<file path="src/sv/otfg_pkg.sv">
// Shared types, codes, constants and font lookup for the OLED text frame generator.
`default_nettype none

package otfg_pkg;

    typedef enum logic [1:0] {
        OP_COMMAND = 2'd0,
        OP_DATA    = 2'd1,
        OP_CHAR    = 2'd2,
        OP_SETPOS  = 2'd3
    } op_t;

    typedef enum logic [1:0] {
        PH_ADDR    = 2'd0,
        PH_CTRL    = 2'd1,
        PH_PAYLOAD = 2'd2
    } phase_t;

    localparam logic [7:0] ADDR_RESET   = 8'h78;
    localparam logic [7:0] CTRL_COMMAND = 8'h00;
    localparam logic [7:0] CTRL_DATA    = 8'h40;
    localparam logic [7:0] CMD_PAGE     = 8'hB0;
    localparam logic [7:0] CMD_COL_HIGH = 8'h10;
    localparam logic [3:0] NIBBLE       = 4'hF;

    localparam int GLYPH_COUNT = 31;
    localparam int GLYPH_COLS  = 5;

    typedef logic [4:0] glyph_idx_t;
    typedef logic [0:GLYPH_COLS-1][7:0] glyph_row_t;

    localparam glyph_row_t GLYPH_ROM [0:GLYPH_COUNT-1] = '{
        '{8'h00, 8'h00, 8'h00, 8'h00, 8'h00}, // blank
        '{8'h3E, 8'h51, 8'h49, 8'h45, 8'h3E}, // 0
        '{8'h00, 8'h42, 8'h7F, 8'h40, 8'h00}, // 1
        '{8'h42, 8'h61, 8'h51, 8'h49, 8'h46}, // 2
        '{8'h21, 8'h41, 8'h45, 8'h4B, 8'h31}, // 3
        '{8'h18, 8'h14, 8'h12, 8'h7F, 8'h10}, // 4
        '{8'h27, 8'h45, 8'h45, 8'h45, 8'h39}, // 5
        '{8'h3C, 8'h4A, 8'h49, 8'h49, 8'h30}, // 6
        '{8'h01, 8'h71, 8'h09, 8'h05, 8'h03}, // 7
        '{8'h36, 8'h49, 8'h49, 8'h49, 8'h36}, // 8
        '{8'h06, 8'h49, 8'h49, 8'h29, 8'h1E}, // 9
        '{8'h7E, 8'h11, 8'h11, 8'h11, 8'h7E}, // A
        '{8'h3E, 8'h41, 8'h41, 8'h41, 8'h22}, // C
        '{8'h7F, 8'h41, 8'h41, 8'h22, 8'h1C}, // D
        '{8'h7F, 8'h49, 8'h49, 8'h49, 8'h41}, // E
        '{8'h3E, 8'h41, 8'h49, 8'h49, 8'h7A}, // G
        '{8'h7F, 8'h08, 8'h08, 8'h08, 8'h7F}, // H
        '{8'h00, 8'h41, 8'h7F, 8'h41, 8'h00}, // I
        '{8'h7F, 8'h40, 8'h40, 8'h40, 8'h40}, // L
        '{8'h7F, 8'h02, 8'h0C, 8'h02, 8'h7F}, // M
        '{8'h3E, 8'h41, 8'h41, 8'h41, 8'h3E}, // O
        '{8'h7F, 8'h09, 8'h09, 8'h09, 8'h06}, // P
        '{8'h7F, 8'h09, 8'h19, 8'h29, 8'h46}, // R
        '{8'h46, 8'h49, 8'h49, 8'h49, 8'h31}, // S
        '{8'h01, 8'h01, 8'h7F, 8'h01, 8'h01}, // T
        '{8'h7F, 8'h20, 8'h18, 8'h20, 8'h7F}, // W
        '{8'h23, 8'h13, 8'h08, 8'h64, 8'h62}, // %
        '{8'h00, 8'h36, 8'h36, 8'h00, 8'h00}, // :
        '{8'h00, 8'h60, 8'h60, 8'h00, 8'h00}, // .
        '{8'h08, 8'h08, 8'h08, 8'h08, 8'h08}, // -
        '{8'h20, 8'h10, 8'h08, 8'h04, 8'h02}  // /
    };

    typedef struct packed {
        op_t        op;
        logic [7:0] value;
        logic [2:0] page;
        logic [6:0] column;
        glyph_idx_t glyph;
    } item_t;

    typedef struct packed {
        logic [7:0] bus_byte;
        logic       start_before;
        logic       stop_after;
        logic       last;
    } out_word_t;

    // Fold to upper case, then map a character code to its font row.
    function automatic glyph_idx_t glyph_index(input logic [7:0] code);
        logic [7:0] up;
        glyph_idx_t idx;
        up = code;
        if (code inside {[8'h61:8'h7A]}) begin
            up = code - 8'h20;
        end
        if (up inside {[8'h30:8'h39]}) begin
            idx = glyph_idx_t'(up[3:0]) + 5'd1;
        end
        else begin
            case (up)
                8'h41:   idx = 5'd11; // A
                8'h43:   idx = 5'd12; // C
                8'h44:   idx = 5'd13; // D
                8'h45:   idx = 5'd14; // E
                8'h47:   idx = 5'd15; // G
                8'h48:   idx = 5'd16; // H
                8'h49:   idx = 5'd17; // I
                8'h4C:   idx = 5'd18; // L
                8'h4D:   idx = 5'd19; // M
                8'h4F:   idx = 5'd20; // O
                8'h50:   idx = 5'd21; // P
                8'h52:   idx = 5'd22; // R
                8'h53:   idx = 5'd23; // S
                8'h54:   idx = 5'd24; // T
                8'h57:   idx = 5'd25; // W
                8'h25:   idx = 5'd26; // %
                8'h3A:   idx = 5'd27; // :
                8'h2E:   idx = 5'd28; // .
                8'h2D:   idx = 5'd29; // -
                8'h2F:   idx = 5'd30; // /
                default: idx = 5'd0;
            endcase
        end
        return idx;
    endfunction

endpackage

`default_nettype wire

</file>
<file path="src/sv/otfg_item_stage.sv">
// Input register: holds one request and its decoded font row index until its last word leaves.
`default_nettype none

module otfg_item_stage
    import otfg_pkg::*;
(
    input  wire logic       clk,
    input  wire logic       rst_n,
    input  wire logic       in_valid,
    output logic            in_ready,
    input  wire logic [1:0] op,
    input  wire logic [7:0] value,
    input  wire logic [2:0] page,
    input  wire logic [6:0] column,
    input  wire logic       done,
    output logic            item_vld,
    output item_t           item
);

    logic  item_vld_reg;
    logic  item_vld_next;
    item_t item_reg;
    logic  accept;

    // Free the slot in the same cycle the last word moves out.
    assign in_ready = !item_vld_reg || done;
    assign accept   = in_valid && in_ready;

    always_comb
    begin
        item_vld_next = item_vld_reg;
        if (accept)
        begin
            item_vld_next = 1'b1;
        end
        else if (done)
        begin
            item_vld_next = 1'b0;
        end
    end

    always_ff @(posedge clk or negedge rst_n)
    begin
        if (!rst_n)
        begin
            item_vld_reg <= 1'b0;
        end
        else
        begin
            item_vld_reg <= item_vld_next;
        end
    end

    always_ff @(posedge clk)
    begin
        if (accept)
        begin
            item_reg.op     <= op_t'(op);
            item_reg.value  <= value;
            item_reg.page   <= page;
            item_reg.column <= column;
            item_reg.glyph  <= glyph_index(value);
        end
    end

    assign item_vld = item_vld_reg;
    assign item     = item_reg;

endmodule

`default_nettype wire

</file>
<file path="src/sv/otfg_byte_sel.sv">
// Builds the bus word for the held request at a given transaction and phase.
`default_nettype none

module otfg_byte_sel
    import otfg_pkg::*;
(
    input  wire item_t       item,
    input  wire logic [7:0]  slave_addr,
    input  wire logic [2:0]  txn,
    input  wire phase_t      phase,
    output out_word_t        word
);

    logic [7:0] ctrl;
    logic [7:0] payload;
    logic [2:0] txn_last;

    always_comb
    begin
        ctrl     = CTRL_COMMAND;
        payload  = item.value;
        txn_last = 3'd0;
        case (item.op)
            OP_COMMAND:
            begin
                ctrl     = CTRL_COMMAND;
                payload  = item.value;
                txn_last = 3'd0;
            end
            OP_DATA:
            begin
                ctrl     = CTRL_DATA;
                payload  = item.value;
                txn_last = 3'd0;
            end
            OP_CHAR:
            begin
                ctrl     = CTRL_DATA;
                txn_last = 3'd5;
                // Spacer column after the five glyph columns.
                if (txn < 3'(GLYPH_COLS))
                begin
                    payload = GLYPH_ROM[item.glyph][txn];
                end
                else
                begin
                    payload = 8'h00;
                end
            end
            OP_SETPOS:
            begin
                ctrl     = CTRL_COMMAND;
                txn_last = 3'd2;
                case (txn)
                    3'd0:    payload = CMD_PAGE | {5'd0, item.page};
                    3'd1:    payload = {4'd0, item.column[3:0] & NIBBLE};
                    default: payload = CMD_COL_HIGH | {5'd0, item.column[6:4]};
                endcase
            end
            default:
            begin
                ctrl     = CTRL_COMMAND;
                payload  = item.value;
                txn_last = 3'd0;
            end
        endcase
    end

    always_comb
    begin
        word = '0;
        case (phase)
            PH_ADDR:
            begin
                word.bus_byte     = slave_addr;
                word.start_before = 1'b1;
            end
            PH_CTRL:
            begin
                word.bus_byte = ctrl;
            end
            PH_PAYLOAD:
            begin
                word.bus_byte   = payload;
                word.stop_after = 1'b1;
                word.last       = (txn == txn_last);
            end
            default:
            begin
                word = '0;
            end
        endcase
    end

endmodule

`default_nettype wire

</file>
<file path="src/sv/oled_text_frame_generator_unit.sv">
// Top level of the OLED text frame generator: config register, byte sequencer, output register.
//
//   channel | signals                                     | word
//   --------+---------------------------------------------+------------------------------
//   in      | in_valid, in_ready, op, value, page, column | one display request
//   out     | out_valid, out_ready, bus_byte, start_before,| one I2C bus byte
//           | stop_after, last                            |
//   cfg     | cfg_valid, cfg_ready, cfg_data              | slave write address
//
// One bus byte per cycle unless out stalls; a command or data byte takes one transaction,
// set position three, a character six; the byte sequencer over the held request sets this.
// The next request is taken in the cycle its predecessor's last byte enters the output
// register, so requests follow each other with no gap.
// Reset clears the valid flags and the sequencer and loads the address 0x78.
// A stall on out holds the output register and the sequencer; cfg_ready is always high.
`default_nettype none

module oled_text_frame_generator_unit
    import otfg_pkg::*;
(
    input  wire logic       clk,
    input  wire logic       rst_n,
    input  wire logic       in_valid,
    output logic            in_ready,
    input  wire logic [1:0] op,
    input  wire logic [7:0] value,
    input  wire logic [2:0] page,
    input  wire logic [6:0] column,
    output logic            out_valid,
    input  wire logic       out_ready,
    output logic [7:0]      bus_byte,
    output logic            start_before,
    output logic            stop_after,
    output logic            last,
    input  wire logic       cfg_valid,
    output logic            cfg_ready,
    input  wire logic [7:0] cfg_data
);

    logic       item_vld;
    item_t      item;
    out_word_t  word;
    logic       adv;
    logic       done;

    logic [7:0] addr_reg;
    logic [2:0] txn_reg;
    logic [2:0] txn_next;
    phase_t     phase_reg;
    phase_t     phase_next;
    logic       out_vld_reg;
    logic       out_vld_next;
    out_word_t  out_reg;

    assign cfg_ready = 1'b1;

    always_ff @(posedge clk or negedge rst_n)
    begin
        if (!rst_n)
        begin
            addr_reg <= ADDR_RESET;
        end
        else if (cfg_valid)
        begin
            addr_reg <= cfg_data;
        end
    end

    otfg_item_stage u_item (
        .clk      (clk),
        .rst_n    (rst_n),
        .in_valid (in_valid),
        .in_ready (in_ready),
        .op       (op),
        .value    (value),
        .page     (page),
        .column   (column),
        .done     (done),
        .item_vld (item_vld),
        .item     (item)
    );

    otfg_byte_sel u_sel (
        .item       (item),
        .slave_addr (addr_reg),
        .txn        (txn_reg),
        .phase      (phase_reg),
        .word       (word)
    );

    // Advance whenever a request is held and the output register is empty or being drained.
    assign adv  = item_vld && (!out_vld_reg || out_ready);
    assign done = adv && word.last;

    always_comb
    begin
        txn_next   = txn_reg;
        phase_next = phase_reg;
        if (adv)
        begin
            case (phase_reg)
                PH_ADDR:    phase_next = PH_CTRL;
                PH_CTRL:    phase_next = PH_PAYLOAD;
                PH_PAYLOAD:
                begin
                    phase_next = PH_ADDR;
                    txn_next   = word.last ? 3'd0 : txn_reg + 3'd1;
                end
                default:    phase_next = PH_ADDR;
            endcase
        end
    end

    always_comb
    begin
        out_vld_next = out_vld_reg;
        if (adv)
        begin
            out_vld_next = 1'b1;
        end
        else if (out_ready)
        begin
            out_vld_next = 1'b0;
        end
    end

    always_ff @(posedge clk or negedge rst_n)
    begin
        if (!rst_n)
        begin
            txn_reg     <= 3'd0;
            phase_reg   <= PH_ADDR;
            out_vld_reg <= 1'b0;
        end
        else
        begin
            txn_reg     <= txn_next;
            phase_reg   <= phase_next;
            out_vld_reg <= out_vld_next;
        end
    end

    always_ff @(posedge clk)
    begin
        if (adv)
        begin
            out_reg <= word;
        end
    end

    assign out_valid    = out_vld_reg;
    assign bus_byte     = out_reg.bus_byte;
    assign start_before = out_reg.start_before;
    assign stop_after   = out_reg.stop_after;
    assign last         = out_reg.last;

endmodule

`default_nettype wire

</file>
<file path="config.mk">
export PLATFORM = sky130hd
export DESIGN_NAME = oled_text_frame_generator_unit
export DESIGN_NICKNAME = d
export VERILOG_FILES = /design/src/sv/otfg_pkg.sv /design/src/sv/otfg_item_stage.sv /design/src/sv/otfg_byte_sel.sv /design/src/sv/oled_text_frame_generator_unit.sv
export SDC_FILE = /design/constraint.sdc
export NUM_CORES = 1
export LEC_CHECK = 0
export BUFFER_PORTS_ARGS = -buffer_cell sky130_fd_sc_hd__clkbuf_2
export CAP_MARGIN = 10
export CORE_MARGIN = 4
export CORE_UTILIZATION = 65
export DETAILED_ROUTE_END_ITERATION = 12
export PLACE_DENSITY = 0.87
export SLEW_MARGIN = 20
export SYNTH_ARGS = -nofsm -noshare
export SYNTH_HDL_FRONTEND = slang
export SYNTH_SLANG_ARGS = --single-unit
</file>
<file path="constraint.sdc">
create_clock -name clk -period 4.5 [get_ports clk]
set_input_delay 0.9 -clock clk [delete_from_list [all_inputs] [get_ports clk]]
set_output_delay 0.9 -clock clk [all_outputs]
set_load 0.01 [all_outputs]
</file>
==> run metrics <==
Post-synth EDFFs=36; Die Wd=90.2 um; synthesized cell area=4400 um2; f_max=approximately 300 MHz; multi-input logic area=2640 um2; Final Hold Viols=0; Worst Hold Class=primary input to async pin; Worst-Skew Late Latency=0.31 ns; Netlist cell types=76; global-route usage over all layers=around 29%; CTS H-tree lvls=2; CTS Root Cell=clkbuf_8; Final Util=71.9%; RSZ-0062 raised after global routing=false; synth warn=0; first-pass GRT wire length=slightly below 20000 um; CTS Hold Bufs=0; die footprint=8140 um2; core box area=6460 um2; Slew HR=32.7%; Slew Limit Fails=0; Most used DFF post-synth=edfxtp_1; FFs w/ async S/R, synth=slightly below 30%; First DRT Iteration DRCs=873; critical path endpoint category=output pin; post_cts resized=0; Max Cap Viol=0; dpl cell area=4530 um2; routability cong.=1.00; Final Skew=approximately 0.014 ns; Seq cells post-synth=just over 50; Post-CTS Setup Bufs=0; worst vdd ir=about 0.00028 V; Avg Vias per Cell=7.22; Final nets=556; Largest register FFs=25; most frequent cells in the layout=45 x clkbuf_2, 36 x nand2_1, 36 x edfxtp_1; fin cells=578; Clock transition at path regs=around 0.10 ns; synthesis-to-finish area growth=5.63%; total power=1.75 mW; row cnt=29; total grt overflow=0; Diodes inserted=0; Worst setup SP type=flop; Reg area=1460 um2; vias in the first global route=3884; crit path kind=flop to output pin; leakage power=1.70 nW; CTS Sinks=approximately 50; dpl ws=between 1 and 1.5 ns; outcome=finished, final reports clean; Starting Density=approximately two thirds; CTS Buffer Depth=2; fin crit share=72.0%; TNS Setup=0 ns; DRC viols=0; largest net degree at the start of global routing=64; Routed WL per cell=21.1 um; minimum clock period=between 3 and 4 ns; Final setup viols=0; CTS tree=done; I/O pin cnt=47; worst slew pin tran=1.01 ns; Pwr Density=about 380 nW/um2; final worst setup slack=1.26 ns; share of post-route cells with drive strength above 1=about 18%; # placed instances=570; FILL cells=494; final instance area=between 4000 and 5000 um2; Routed WL=12200 um; sequential fraction of the synthesis area=33.2%; initial antenna violation count=0; Die H=roughly 90 um; PortBufs=45; Routed Antenna Nets=0; First-pass DRT Iterations=6; worst path arrival time=2.34 ns; Synth Net Count=541; commonest non-fill, non-tap cell in the layout=clkbuf_2; Post-Syn Instances=485; via count=4176; Max FO, Critical Path=19; Min Hold Slack=0.486 ns; Post-DP HPWL=8660 um; average size of a mapped cell=between 9 and 10 um2; total CTS buffers=5; CP required=3.60 ns
report_power, final:
part | switching [mW] | internal [mW] | leakage [nW]
combinational | 0.443 | 0.277 | 1.14
clock | 0.158 | 0.168 | 0.0548
sequential | 0.101 | 0.601 | 0.508
total | 0.702 | 1.05 | 1.70
path summary, 6_finish.rpt:
kind                                        to  depth (start not counted)        start  slack, ns
worst max-delay path                  in_ready                          5   txn_reg[2]       1.26
worst min-delay path              phase_reg[1]                          1        rst_n       0.49
worst max register to register  u_item.item[4]                          5   txn_reg[2]       1.44
worst min register to register     addr_reg[7]                          1  addr_reg[7]       0.51
max in group asynchronous          addr_reg[4]                          1        rst_n       3.69
min in group clk                   addr_reg[7]                          1  addr_reg[7]       0.51
worst max-delay path: stages, from the launching register on:
cell	delay [ns]
dfrtp_1	0.62
or3_4	0.50
a2111oi_4	0.54
nand2_2	0.08
nand2_2	0.13
clkbuf_2	0.15
cell usage after synthesis, types with 4 or more instances:
master | number | share of area [%]
o221ai_1 | 5 | 1.0
nor3_1 | 11 | 1.3
a21oi_1 | 22 | 2.5
o21ai_0 | 31 | 3.5
nand3b_1 | 5 | 0.85
buf_6 | 4 | 1.0
mux2i_1 | 5 | 1.1
dfrtp_1 | 11 | 6.3
inv_1 | 16 | 1.4
mux4_2 | 4 | 2.0
o31ai_1 | 5 | 0.85
o22ai_1 | 8 | 1.1
a211oi_1 | 7 | 1.2
nand2b_1 | 17 | 2.4
and2_1 | 6 | 0.85
a41oi_1 | 6 | 1.2
nor2_1 | 29 | 2.5
o311ai_0 | 6 | 1.2
nor3b_1 | 5 | 0.85
a22oi_1 | 6 | 1.0
a311oi_1 | 4 | 0.80
dfstp_2 | 4 | 2.4
nand2_1 | 36 | 3.1
ha_1 | 23 | 6.5
mux2_2 | 11 | 2.8
buf_4 | 5 | 0.85
nor2b_1 | 17 | 2.4
or2_2 | 6 | 0.85
edfxtp_1 | 36 | 25
a31oi_1 | 5 | 0.71
nand3_1 | 10 | 1.1
o211ai_1 | 11 | 1.9
buf_2 | 16 | 1.8
clkbuf_1 | 16 | 1.4
area by class of cell:
type                            count  area share [%]
Timing Repair Buffer               50            5.66
Multi-Input combinational cell    373            56.8
Inverter                           19            1.54
Clock buffer                        5            1.48
Tap cell                           77            2.07
Sequential cell                    51            31.5
Clock inverter                      3           0.997
kinds of logic (layout without fill, tap and decap cells):
group | count (synthesis) | in the layout | synth area share [%]
flops | 51 | 51 | 33.2
xor+xnor | 3 | 3 | 0.598
mux | 20 | 20 | 6.00
fa+ha+maj | 23 | 23 | 6.55
buf+inv | 61 | 77 | 6.77
other cells | 1 | 1 | 0.0853
simple gates | 160 | 160 | 19.3
compound gates | 166 | 166 | 27.4
layer usage:
layer / vias to the layer above / wire length [um] / track usage (%)
li1: 1876 / - / -
met2: 332 / 5520 / 45.2
met5: - / 0 / 0
met1: 1894 / 4720 / 39.6
met4: 0 / 626 / 13.0
met3: 74 / 1290 / 4.17
(Power assumes the default switching activity.)
